`src/sv/mas_pkg.sv`:
```
// ----------------------------------------------------------------------------
// mas_pkg: shared types and constants
// Sizes, operation codes, sequencer states and the structs passed along the
// multiply-accumulate cell chain.
// ----------------------------------------------------------------------------
package mas_pkg;

   // matrix dimension of the stores
   localparam int DIM = 16;
   // lanes in the cell chain: one per result column, field width caps it at 16
   localparam int LANES = (DIM < 16) ? DIM : 16;
   localparam int LANE_W = $clog2(LANES);
   localparam int A_DEPTH = 1 << (2 * LANE_W);

   // field widths
   localparam int FUNC_W = 2;
   localparam int IDX_W = 4;
   localparam int VAL_W = 16;
   localparam int SIZE_W = 5;
   localparam int SUM_W = 17;
   localparam int PROD_W = 32;
   localparam int ACC_W = 36;

   // effective size and sequencer counter widths
   localparam int N_W = $clog2(LANES + 1);
   localparam int CNT_W = $clog2(LANES + 4);
   localparam int DRAIN_EXTRA = 3;

   localparam logic [SIZE_W-1:0] SIZE_RESET = SIZE_W'(16);

   typedef enum logic [FUNC_W-1:0] {
      FUNC_LOAD_A = 2'd0,
      FUNC_LOAD_B = 2'd1,
      FUNC_ROW    = 2'd2
   } func_type;

   typedef enum logic [1:0] {
      ST_IDLE,
      ST_RUN,
      ST_DRAIN,
      ST_SHIFT
   } state_type;

   // element of row A traveling down the chain with its inner index
   typedef struct packed {
      logic                    valid;
      logic [LANE_W-1:0]       k;
      logic signed [VAL_W-1:0] a;
   } token_type;

   // per-cell control from the sequencer
   typedef struct packed {
      logic clear;
      logic shift;
   } cell_ctl_type;

   // write into one cell's column of B
   typedef struct packed {
      logic                    en;
      logic [LANE_W-1:0]       addr;
      logic signed [VAL_W-1:0] data;
   } bwr_type;

   // per-cell result, shifted toward cell 0 for unloading
   typedef struct packed {
      logic signed [VAL_W-1:0] a_cap;
      logic signed [VAL_W-1:0] b_cap;
      logic signed [ACC_W-1:0] acc;
   } cell_res_type;

endpackage

```
`src/sv/mas_cell.sv`:
```
// ----------------------------------------------------------------------------
// mas_cell: one column lane of the multiply-accumulate chain
// Holds one column of B, multiplies passing A elements into an accumulator,
// captures A and B at its own cell and shifts results toward lane 0.
// ----------------------------------------------------------------------------
module mas_cell
   import mas_pkg::*;
(
   input  logic              clock,
   input  logic              reset,
   input  logic [LANE_W-1:0] col_id,
   input  logic [LANE_W-1:0] row,
   input  cell_ctl_type      ctl,
   input  bwr_type           bwr,
   input  token_type         tok_i,
   output token_type         tok_o,
   input  cell_res_type      res_i,
   output cell_res_type      res_o
);

   // column c of B, indexed by row k
   logic signed [VAL_W-1:0] col_mem [LANES];

   token_type               tok_ff;
   logic signed [VAL_W-1:0] b_ff;
   logic signed [PROD_W-1:0] prod_ff;
   logic                    pv_ff;
   cell_res_type            res_ff;
   cell_res_type            res_in;

   // column store: one write, one registered read
   always_ff @(posedge clock) begin
      if (bwr.en) begin
         col_mem[bwr.addr] <= bwr.data;
      end
      b_ff <= col_mem[tok_i.k];
   end

   // token stage and multiplier stage
   always_ff @(posedge clock) begin
      if (reset) begin
         tok_ff.valid <= 1'b0;
         pv_ff        <= 1'b0;
      end else begin
         tok_ff.valid <= tok_i.valid;
         pv_ff        <= tok_ff.valid;
      end
      tok_ff.k <= tok_i.k;
      tok_ff.a <= tok_i.a;
      prod_ff  <= PROD_W'(tok_ff.a) * PROD_W'(b_ff);
   end

   // clear or accumulate, capture own cell, or shift from the right neighbor
   always_comb begin
      res_in = res_ff;
      if (ctl.shift) begin
         res_in = res_i;
      end else begin
         if (ctl.clear) begin
            res_in.acc = '0;
         end else if (pv_ff) begin
            res_in.acc = res_ff.acc + ACC_W'(prod_ff);
         end
         if (tok_ff.valid && tok_ff.k == col_id) begin
            res_in.a_cap = tok_ff.a;
         end
         if (tok_ff.valid && tok_ff.k == row) begin
            res_in.b_cap = b_ff;
         end
      end
   end

   always_ff @(posedge clock) begin
      res_ff <= res_in;
   end

   assign tok_o = tok_ff;
   assign res_o = res_ff;

endmodule

```
`config.mk`:
```
export PLATFORM = sky130hd
export DESIGN_NAME = mas_cell
export DESIGN_NICKNAME = d
export VERILOG_FILES = /design/src/sv/mas_pkg.sv /design/src/sv/mas_cell.sv
export SDC_FILE = /design/constraint.sdc
export NUM_CORES = 1
export LEC_CHECK = 0
export BUFFER_PORTS_ARGS = -buffer_cell sky130_fd_sc_hd__clkbuf_2
export CAP_MARGIN = 20
export CELL_PAD_IN_SITES_DETAIL_PLACEMENT = 1
export CELL_PAD_IN_SITES_GLOBAL_PLACEMENT = 1
export CORE_MARGIN = 4
export CORE_UTILIZATION = 46
export DETAILED_ROUTE_END_ITERATION = 7
export GPL_TIMING_DRIVEN = 0
export PLACE_DENSITY_LB_ADDON = 0.1
export SYNTH_ARGS = -nofsm -noshare
export SYNTH_HDL_FRONTEND = slang
export SYNTH_SLANG_ARGS = --single-unit
```
`constraint.sdc`:
```
create_clock -name clock -period 5.81 [get_ports clock]
set_input_delay 0.8715 -clock clock [delete_from_list [all_inputs] [get_ports clock]]
set_output_delay 0.8715 -clock clock [all_outputs]
set_load 0.05 [all_outputs]
```
## Word level (Yosys, flattened, before mapping)

Memory sizes are Yosys's and may differ from the RTL's. A register that Yosys moved wholly into a read port is not among the register bits.
Cells that the tools add are included.

- Flip-flop bits (word level): 122
- Input port bits: 122
- RAM bits: 256
- Output and inout port bits: 89
- Word-level logic and storage cells: 25
- Memories kept: 1

- Reduce and logical (&&, ||, !) cells: 5
- Equality and inequality tests: 2
- Multiply operators: 1
- $add $sub $neg: 1
- Muxes and demuxes: 7

Memory list:

| memory | words | bits a word | rd ports | clocked after memory_dff | write ports | line | RTL |
|---|---|---|---|---|---|---|---|
| col_mem | 16 | 16 | 1 | 1 | 1 | mas_cell.sv:22 | `logic signed [VAL_W-1:0] col_mem [LANES];` |

Operators by type and width:

| kind | number |
|---|---|
| $mux W36 | 2 |
| $mux W68 | 1 |
| $add A36 B32 Y36 | 1 |
| $mul A16 B16 Y32 | 1 |
| $mux W16 | 2 |
| $eq A4 B4 Y1 | 2 |
| $reduce_bool A2 Y1 | 2 |
| $reduce_bool A3 Y1 | 1 |
| $logic_and A1 B1 Y1 | 2 |
| $mux W1 | 2 |

## Longest topological paths before layout

Gate-level depths: netlist of the first run.

- Depth after elaboration: 4
- Depth in mapped cells: 25
- Gate-level depth less buffers: 23

## Least setup slack after synthesis of the first run

Ideal clock, no wire load.

- Path type: reg-to-reg
- Start point: register tok_ff (netlist bit tok_o[15])
- End point: register prod_ff[31]
- Required time: 5.738 ns
- Stages on the path, launching flop included: 20
- Setup time: 0.072 ns
- Arrival: 6.380 ns
- Path slack: -0.642 ns
- Period minus slack after synthesis: 6.452 ns
- Buffers on the path: 2
- Path through: dfxtp_1 > clkbuf_1 > nand2_1 > inv_1 > fa_1 > fa_1 > fa_1 > fa_1 > fa_1 > fa_1 > ha_1 > buf_6 > a21o_1 > a211o_1 > a311o_1 > a21oi_1 > a2bb2oi_2 > o2111ai_1 > a21oi_1 > xnor2_1

- Cells in the longest elaborated chain, start to end: 1

Ends and longest elaborated chain:

| element | line | RTL |
|---|---|---|
| start: declaration | mas_cell.sv:24 | `token_type tok_ff;` |
| $mul A16 B16 Y32 | mas_cell.sv:50 | `prod_ff <= PROD_W'(tok_ff.a) * PROD_W'(b_ff);` |
| end signal: assignment | mas_cell.sv:50 |  |
| end: declaration | mas_cell.sv:26 | `logic signed [PROD_W-1:0] prod_ff;` |

No other way between the ends.
A chain may end at the register's enable or synchronous reset.

## Worst setup path after layout of the first run

- Start point: register tok_ff (netlist bit tok_o[10])
- End point: register prod_ff[26]

The elaborated chain is that of the path after synthesis.

==> results of run 1 <==
layer usage:
metal  track usage  vias to the layer above  wire length, um
met5             0                        -               27
met4        0.0861                        4             2700
met3        0.0445                      150             3480
met2         0.462                      455            39800
met1         0.311                     8802            30200
li1              -                     7543                -
kinds of logic after synthesis:
| kind of cell | after synthesis | share of synthesized area |
|---|---|---|
| simple gates | 432 | 0.0832 |
| flops | 394 | 0.433 |
| buf+inv | 385 | 0.0569 |
| fa+ha+maj | 380 | 0.262 |
| compound gates | 226 | 0.0583 |
| mux | 112 | 0.0841 |
| xor+xnor | 67 | 0.0228 |
per-stage QoR:
step / area, um^2 / hold slack [ps] / instances / setup WS [ps] / TNS (ps)
5_1_grt: 31300 / 354 / 3151 / -243 / -1420
6_report: 31300 / 378 / 3151 / -102 / -308
3_5_place_dp: 28100 / 535 / 2975 / -1260 / -11090
3_3_place_gp: 27800 / 527 / 2954 / -1230 / -9970
4_1_cts: 30700 / 347 / 3117 / -267 / -462
2_1_floorplan: 25800 / 505 / 1996 / 11.3 / 0
cells in the final DEF, fill, tap and decap left out, drive strengths merged, types with 23 or more instances in the layout:
cell type  netlist  layout
nand2          178     178
ha             117     117
inv            313     312
xnor2           44      44
clkbuf          58     308
fa             263     263
and2           124     124
dfxtp           70      70
xor2            23      23
mux4            80      80
a21o            23      23
mux2            31      31
edfxtp         324     324
buf             14     146
a21oi           59      59
nor2            39      39
o21ai           57      57
worst max-delay path by stage:
stage	start	endpoint	slack [ps]	cells after the start
finish	tok_o[10]	prod_ff[26]	-100	22
global route	b_ff[4]	prod_ff[26]	-240	23
CTS	b_ff[4]	prod_ff[30]	-270	22
detailed placement	b_ff[2]	prod_ff[30]	-1260	20
global placement	b_ff[8]	prod_ff[30]	-1230	22
floorplan	tok_o[15]	prod_ff[31]	10	18
cell type report:
| cell class | instances | share of cell area |
|---|---|---|
| inverters | 313 | 0.0376 |
| clock inverters | 25 | 0.0102 |
| flip-flops and latches | 394 | 0.359 |
| plain buffers | 67 | 0.0197 |
| well taps | 748 | 0.0299 |
| clock buffers | 53 | 0.0358 |
| multi-input cells | 1217 | 0.436 |
| repair buffers | 334 | 0.0713 |
worst reg2reg max path: stages (launching register included):
cell	delay (ps)
dfxtp_4	430
clkbuf_16	190
nand2_1	80
fa_1	520
fa_2	620
fa_2	460
fa_1	490
inv_1	50
fa_1	470
inv_1	50
fa_1	490
inv_2	50
ha_4	250
a21oi_1	150
o21ai_0	140
o31a_1	350
o21ai_4	220
buf_6	130
buf_4	90
nand2_2	60
a31o_2	260
a21oi_2	150
xnor2_1	130
registers in the layout (all words and copies together), names as in the netlist:
| register | flops |
|---|---|
| col_mem | 256 |
| res_o | 68 |
| prod_ff | 32 |
| b_ff | 16 |
| pv_ff | 1 |
| tok_o | 21 |
timing repair:
action	CTS	global route
gates cloned	1	0
hold buffers	0	0
resized for setup	167	87
setup endpoints to repair	17	15
pin swaps	47	60
buffers inserted	68	33
==> metrics.md, run 1 <==
| Metric | Value |
|---|---|
| Antenna violations before repair | 4 |
| CP max stage delay | a little over 600 ps |
| ANT nets after route | 0 |
| Ys flop type | edfxtp_1 |
| CTS Buf Count | 42 |
| Area leader, netlist | edfxtp_1 |
| Worst-Skew Late Latency | roughly 600 ps |
| Mapped Area | about 0.026 mm^2 |
| Final period util | 1.02 |
| GPL Wtd Cong | around 0.9 |
| Hpwl dp | around 56,000 um |
| Critical path's most frequent cell | fa_1 |
| Seq/Total Area, Yosys | 0.433 |
| Area of the multi-input gates | between 0.01 and 0.015 mm^2 |
| Post-synth EDFFs | 324 |
| Max FO, Critical Path | 7 |
| Hold wc startpoint | tok_i[1] |
| Die Span X | 244 um |
| CTS tree | done |
| Min-Delay Path Class | primary input to register |
| Pre-Repair DR Iteration Count | 5 |
| Area growth syn-to-layout | 21.8% |
| Hold endpoint | tok_o[1] |
| Number of DRC markers in iteration 0 | 989 |
| Slack of the critical path | -102 ps |
| Tot GR Track Use | 0.256 |
| R2R depth | 22 |
| Cells after Synth | 1,996 |
| Top-count cell post-synth | edfxtp_1 |
| First-pass GRT wire length | 116,000 um |
| Max cap viols | 0 |
| Clk buf depth | 3 |
| FF-to-FF setup slack | -100 ps |
| Port buffer count | between 200 and 250 |
| Net Count, Synth | between 2,000 and 2,500 |
| Die Y | 244 um |
| Data arrival, critical path | 6400 ps |
| Filler cell count | around 5,500 |
| Worst EP required | roughly 6300 ps |
| Clk root buf | clkbuf_16 |
| Synth top area cells | edfxtp_1 (38%), fa_1 (20%), mux4_2 (7.0%) |
| Yosys cell types | ~70 |
| Final Hold Vio Count | 0 |
| Antenna cell count | 0 |
| Slowest cell on crit path | fa_2 |
| Outcome | finished, violations left |
| CP top delay family | adder cells |
| Unrepaired setup endpoints after global routing | yes |
| Worst relative slew slack | 0.274 |
| Fmax | roughly 0.17 GHz |
| Synthesis-stage register bit count | a little under 400 |
| Fin nets | approximately 2,900 |
| Starting Density | 0.466 |
| CP bufs+invs | 6 |
| Worst Setup Start Kind | register |
| Row cnt | 86 |
| Share of cells above drive strength 1 | 0.294 |
| Fraction of registers with async set/reset | 0 |
| Crit Path Category | register to register |
| Failing checks | setup timing |
| Slew @ Worst Pin | around 1100 ps |
| Worst R2R End | prod_ff[26] |
| Total length of routed wires | 76,100 um |
| IO Count | between 200 and 250 |
| Largest net degree at the start of global routing | 37 |
| Hold depth | 1 |
| Routed WL per cell | between 20 and 25 um |
| Fin util | 0.567 |
| Syn avg cell area | 12.9 um^2 |
| Yosys warning count | 0 |
| Register area | about 0.011 mm^2 |
| Reg-to-reg startpoint | tok_o[10] |
| Die area | ~0.060 mm^2 |
| Crit path capture type | register |
| Number of global-route vias before repair | around 19,000 |
| H-tree Lvls | 2 |
| Vias | roughly 17,000 |
| Total grt overflow | 0 |
| Clock skew | 35.7 ps |
| Final setup viols | 5 |
| Most frequent cells after synthesis | edfxtp_1 (324), inv_1 (313), fa_1 (263) |
| Synth top area share | 0.378 |
| Core area | 0.0552 mm^2 |
| Post-layout minimum cycle time | around 5900 ps |
| TritonCTS Sinks | slightly below 400 |
| Worst-path clk slew | 60 ps |
| DR vias/cell | approximately 5.4 |
| Remaining DRCs | 0 |
| Final slew viol count | 0 |
| Crit-path cells | clkbuf_16 > nand2_1 > fa_1 > fa_2 > fa_2 > fa_1 > inv_1 > fa_1 > inv_1 > fa_1 > inv_2 > ha_4 > a21oi_1 > o21ai_0 > o31a_1 > o21ai_4 > buf_6 > buf_4 > nand2_2 > a31o_2 > a21oi_2 > xnor2_1 |
Power of run 1 is not shown: default switching activity piles up to over one toggle a cycle in this logic, so the estimate is an artifact.
==> inputs of run 2 (changes only) <==
--- a/config.mk
+++ b/config.mk
@@ -13,7 +13,7 @@
 export CORE_UTILIZATION = 46
 export DETAILED_ROUTE_END_ITERATION = 7
 export GPL_TIMING_DRIVEN = 0
-export PLACE_DENSITY_LB_ADDON = 0.1
+export PLACE_DENSITY = 0.82
 export SYNTH_ARGS = -nofsm -noshare
 export SYNTH_HDL_FRONTEND = slang
 export SYNTH_SLANG_ARGS = --single-unit
==> run 2 against run 1 <==
  * First-iteration DRC count grew 22%
  * Global-route usage up 2.0 points
  * The run still ends with setup timing left
  * Non-clock buffer count is 11 lower
  * Critical path type unchanged
  * Fmax is 3.0% lower
  * Largest cell class unchanged
  * Register-to-register slack got worse by 180 ps
  * Sequential share of layout area rose by 0.12 points
  * Routed wire length increased by 9.4%
  * Worst hold slack worse by 14 ps
==> metrics.md, run 2 (same netlist as run 1, synthesis figures left out) <==
| Metric | Value |
|---|---|
| Clock skew | 47.1 ps |
| Vias | between 15,000 and 20,000 |
| Routed WL per cell | 26.5 um |
| Worst-Skew Late Latency | 610 ps |
| Die Y | approximately 240 um |
| Total grt overflow | 0 |
| Largest Register | col_mem |
| Die Span X | ~240 um |
| Worst-path clk slew | 60 ps |
| CTS tree | done |
| Failing checks | setup timing |
| Final Hold Vio Count | 0 |
| Fmax | 0.164 GHz |
| Fin nets | 2,861 |
| Fin util | 0.565 |
| Tot GR Track Use | 0.276 |
| TritonCTS Sinks | 394 |
| Worst relative slew slack | 0.336 |
| CTS Buf Count | 43 |
| Min-Delay Path Class | primary input to register |
| Slack of the critical path | -285 ps |
| Non-Filler Instances | between 3,000 and 4,000 |
| Worst EP required | between 6000 and 7000 ps |
| Antenna violations before repair | 2 |
| Hpwl dp | approximately 58,000 um |
| Share of cells above drive strength 1 | 0.286 |
| DR vias/cell | 5.63 |
| Pre-Repair DR Iteration Count | 5 |
| Total length of routed wires | 83,300 um |
| Outcome | finished, violations left |
| Core area | approximately 0.055 mm^2 |
| Largest net degree at the start of global routing | 37 |
| Number of global-route vias before repair | between 20,000 and 25,000 |
| Data arrival, critical path | around 6600 ps |
| Area growth syn-to-layout | 21.4% |
| Most common library cell in the layout ignoring fill and taps | edfxtp_1 |
| CP max stage delay | ~550 ps |
| Hold wc startpoint | tok_i[4] |
| GPL Wtd Cong | roughly 0.9 |
| Critical path's most frequent cell | fa_1 |
| Post-layout minimum cycle time | between 6000 and 7000 ps |
| Worst setup path start | tok_o[15] |
| Final period util | 1.05 |
| Die area | approximately 0.060 mm^2 |
| Final slew viol count | 0 |
| Clk root buf | clkbuf_16 |
| Clk buf depth | 3 |
| First-pass GRT wire length | between 100,000 and 150,000 um |
| Remaining DRCs | 0 |
| H-tree Lvls | 2 |
| Crit-path cells | clkbuf_16 > and2_4 > fa_2 > buf_4 > fa_1 > inv_1 > fa_1 > inv_1 > fa_1 > inv_1 > fa_1 > fa_1 > inv_1 > ha_1 > and4_4 > and3_4 > o21ai_4 > a21oi_4 > a2111oi_4 > or4b_4 > o2111ai_2 |
| Final setup viols | 9 |
| Crit Path Category | register to register |
| Max cap viols | 0 |
| DP Worst Slack | -1180 ps |
| # placed instances | a little under 3,000 |
| Crit path capture type | register |
| Unrepaired setup endpoints after global routing | yes |
| Reg-to-reg startpoint | tok_o[15] |
| Worst Setup Start Kind | register |
| ANT nets after route | 0 |
| Number of DRC markers in iteration 0 | approximately 1,200 |
| Commonest non-fill, non-tap cells in the layout | edfxtp_1 (324), inv_1 (301), fa_1 (246), clkbuf_2 (212), nand2_1 (174) |
| Slew @ Worst Pin | 996 ps |
| Starting Density | 0.466 |
| IO Count | roughly 210 |
| Max FO, Critical Path | 5 |
| Port buffer count | 210 |
| Row cnt | between 80 and 90 |
| Slowest cell on crit path | fa_1 |
| Max reg flops | approximately 260 |
run 2: cell types whose count changed in the layout (fill, tap and decap cells not counted), sizes merged:
cell,previous run,this run
bufinv,5,6
inv,312,314
clkbuf,308,316
clkinvlp,3,2
diode,0,2
buf,146,128
clkinv,18,15
run 2: worst max-delay path, delay by kind of cell, from the launching register on:
family / cells / cell delay, ps
AO/OA/AOI/OAI: 4 / 430
adder cells (fa/ha/maj): 7 / 3290
buffers and inverters: 6 / 690
flip-flops: 1 / 420
AND/OR/NAND/NOR: 4 / 1170
run 2: metrics by stage:
step / hold WS [ps] / setup TNS [ps] / cell area (um^2)
finish: 363 / -1170 / 31200
global route: 359 / -3500 / 31200
detailed placement: 524 / -10460 / 28100
floorplan: 505 / 0 / 25800
CTS: 349 / -661 / 30900
global placement: 519 / -8040 / 27800
run 2: layout make-up:
type,instances,area [um^2]
Tap cell,748,936
Clock inverter,24,340
Multi-Input combinational cell,1217,13600
Timing Repair Buffer,323,2140
Inverter,313,1180
Buffer,67,641
Fill cell,5536,24000
Clock buffer,54,1150
Antenna cell,2,5.00
Sequential cell,394,11200
run 2: per-layer routing:
metal / global-route usage / vias up / wire, um
met2: 0.513 / 786 / 44100
met5: 0 / - / 0
met3: 0.0462 / 299 / 5260
li1: - / 7529 / -
met4: 0.128 / 0 / 4700
met1: 0.308 / 9077 / 29200
run 2: final timing paths:
path | to | slack [ps] | cells past startpoint
setup reg to reg | prod_ff[30] | -280 | 21
hold reg to reg | pv_ff | 540 | 1
setup / recovery | prod_ff[30] | -280 | 21
hold / removal | tok_o[4] | 360 | 1
run 2: what timing repair did:
| action | in CTS | in global routing |
|---|---|---|
| gates cloned | 1 | 0 |
| setup buffers | 75 | 16 |
| resized for setup | 169 | 60 |
| setup endpoints to repair | 17 | 15 |
| pin swaps | 58 | 53 |
| hold buffers | 0 | 0 |
Power of run 2 is left out for the same reason.
==> inputs of run 3 (changes only) <==
--- a/config.mk
+++ b/config.mk
@@ -14,6 +14,7 @@
 export DETAILED_ROUTE_END_ITERATION = 7
 export GPL_TIMING_DRIVEN = 0
 export PLACE_DENSITY = 0.82
+export SETUP_SLACK_MARGIN = 0.2
 export SYNTH_ARGS = -nofsm -noshare
 export SYNTH_HDL_FRONTEND = slang
 export SYNTH_SLANG_ARGS = --single-unit
==> run 3 against run 2 <==
  * The flow still finishes with violations (setup timing)
  * Count of clock-buffer cells in the layout rose by 5
  * Routed wire length decreased by 4.3%
  * First-iteration DRC count decreased by 14%
  * Setup slack gained 12 ps
  * Clock skew is 30 ps lower
  * Fmax up 0.21%
  * Utilization grew 0.057 points
  * Final cell count is 0.22% higher
  * Worst hold slack improved by 13 ps
  * Via count shrank 2.2%
  * Critical path type unchanged
==> metrics.md, run 3 (same netlist as run 1, synthesis figures left out) <==
| Metric | Value |
|---|---|
| Clock skew | approximately 17 ps |
| Die Span X | between 200 and 250 um |
| Fmax | roughly 0.16 GHz |
| Share of cells above drive strength 1 | 0.287 |
| Area growth syn-to-layout | 21.5% |
| Final setup viols | 6 |
| Port buffer count | 210 |
| H-tree Lvls | 2 |
| Worst relative slew slack | 0.307 |
| Total length of routed wires | 79,700 um |
| Final period util | 1.05 |
| Tot GR Track Use | 0.267 |
| Largest Register | col_mem |
| Starting Density | 0.466 |
| Pre-Repair DR Iteration Count | 5 |
| Commonest non-fill, non-tap cells in the layout | edfxtp_1 (324), inv_1 (301), fa_1 (255), clkbuf_2 (213), nand2_1 (175) |
| Hold wc startpoint | tok_i[1] |
| Total grt overflow | 0 |
| Worst Setup Start Kind | register |
| Worst-path clk slew | 60 ps |
| Reg-to-reg startpoint | tok_o[15] |
| CTS tree | done |
| Max FO, Critical Path | 6 |
| Outcome | finished, violations left |
| Final Hold Vio Count | 0 |
| Crit Path Category | register to register |
| Hpwl dp | 57,500 um |
| Antenna violations before repair | 2 |
| ANT nets after route | 0 |
| Slew @ Worst Pin | between 1000 and 1500 ps |
| GPL Wtd Cong | 0.896 |
| Routed WL per cell | ~25 um |
| Core area | around 0.055 mm^2 |
| Antenna cell count | 0 |
| Worst EP required | about 6300 ps |
| Die area | roughly 0.060 mm^2 |
| Largest net degree at the start of global routing | 37 |
| First-pass GRT wire length | approximately 120,000 um |
| Worst setup path start | tok_o[15] |
| Unrepaired setup endpoints after global routing | yes |
| Post-layout minimum cycle time | 6080 ps |
| Max cap viols | 0 |
| Failing checks | setup timing |
| CTS Buf Count | 43 |
| Row cnt | 86 |
| Data arrival, critical path | ~6600 ps |
| Clk root buf | clkbuf_16 |
| Vias | 17,300 |
| Most common library cell in the layout ignoring fill and taps | edfxtp_1 |
| Die Y | about 240 um |
| Remaining DRCs | 0 |
| Crit path capture type | register |
| DR vias/cell | 5.49 |
| Max reg flops | 256 |
| Fin nets | approximately 2,900 |
| Number of DRC markers in iteration 0 | 1,036 |
| Worst hold slack | between 300 and 400 ps |
| Number of global-route vias before repair | between 15,000 and 20,000 |
| IO Count | 211 |
| Clk buf depth | 3 |
| Worst-Skew Late Latency | between 500 and 600 ps |
| FF-to-FF setup slack | -270 ps |
| TritonCTS Sinks | around 400 |
| Slack of the critical path | -272 ps |
| Final slew viol count | 0 |
| Min-Delay Path Class | primary input to register |
==> run 3: cell types whose count changed in the layout (fill, tap and decap cells not counted), moves of 4 or more <==
| cell | previous run | this run |
|---|---|---|
| o21ai_1 | 4 | 0 |
| fa_1 | 246 | 255 |
| a21oi_2 | 6 | 10 |
| clkbuf_8 | 14 | 21 |
| fa_2 | 17 | 8 |
| a21oi_1 | 52 | 48 |
| o21ai_2 | 2 | 6 |
| buf_4 | 79 | 87 |
==> run 3: final timing paths <==
path | end | cells past startpoint
setup / recovery | prod_ff[30] | 19
hold / removal | tok_o[1] | 1
setup reg to reg | prod_ff[30] | 19
hold reg to reg | pv_ff | 1
==> run 3: critical path: stages (launching register included) <==
cell and delay (ps):
dfxtp_4 390, buf_4 150, and2_4 170, fa_2 610
buf_4 150, fa_1 440, fa_2 500, fa_1 510
fa_1 500, inv_1 50, fa_1 500, inv_1 60
ha_1 510, and4_4 310, and3_1 190, o21ai_2 100
a21oi_2 210, a2111oi_2 60, or4b_1 500, o2111ai_2 100
==> run 3: area by class of cell <==
| type | instances | area (um^2) |
|---|---|---|
| fill | 5542 | 24000 |
| multi-input combinational | 1217 | 13600 |
| sequential | 394 | 11200 |
| timing repair buffer | 326 | 2170 |
| clock buffer | 59 | 1210 |
| inverter | 313 | 1180 |
| tap | 748 | 936 |
| buffer | 72 | 691 |
| clock inverter | 20 | 244 |
==> run 3: per-layer routing <==
layer | global-route usage | part of all wire | wire (um) | vias to the layer above
li1 | - | - | - | 7542
met1 | 0.307 | 0.37 | 29200 | 8979
met2 | 0.488 | 0.52 | 41800 | 586
met3 | 0.0530 | 0.060 | 4790 | 194
met4 | 0.105 | 0.048 | 3840 | 2
met5 | 0 | 0.00013 | 10 | -
==> run 3: timing repair <==
action,in CTS,in global routing
cloned,1,0
pin swaps,52,22
hold buffers,0,0
endpoints found under the setup margin,17,15
buffers inserted,79,14
resized for setup,127,55
==> run 3: per-stage QoR <==
step	std cells	util	worst slack [ps]	cell area [um^2]	setup TNS, ps
after floorplan	1996	-	71.4	26000	0
after global placement	2954	0.507	-904	28000	-6440
after detailed placement	2973	0.513	-978	28300	-7980
after CTS	3132	0.560	-185	30900	-455
after global routing	3149	0.566	-490	31200	-3130
final	3149	0.566	-272	31200	-1090
Power of run 3 is left out for the same reason.
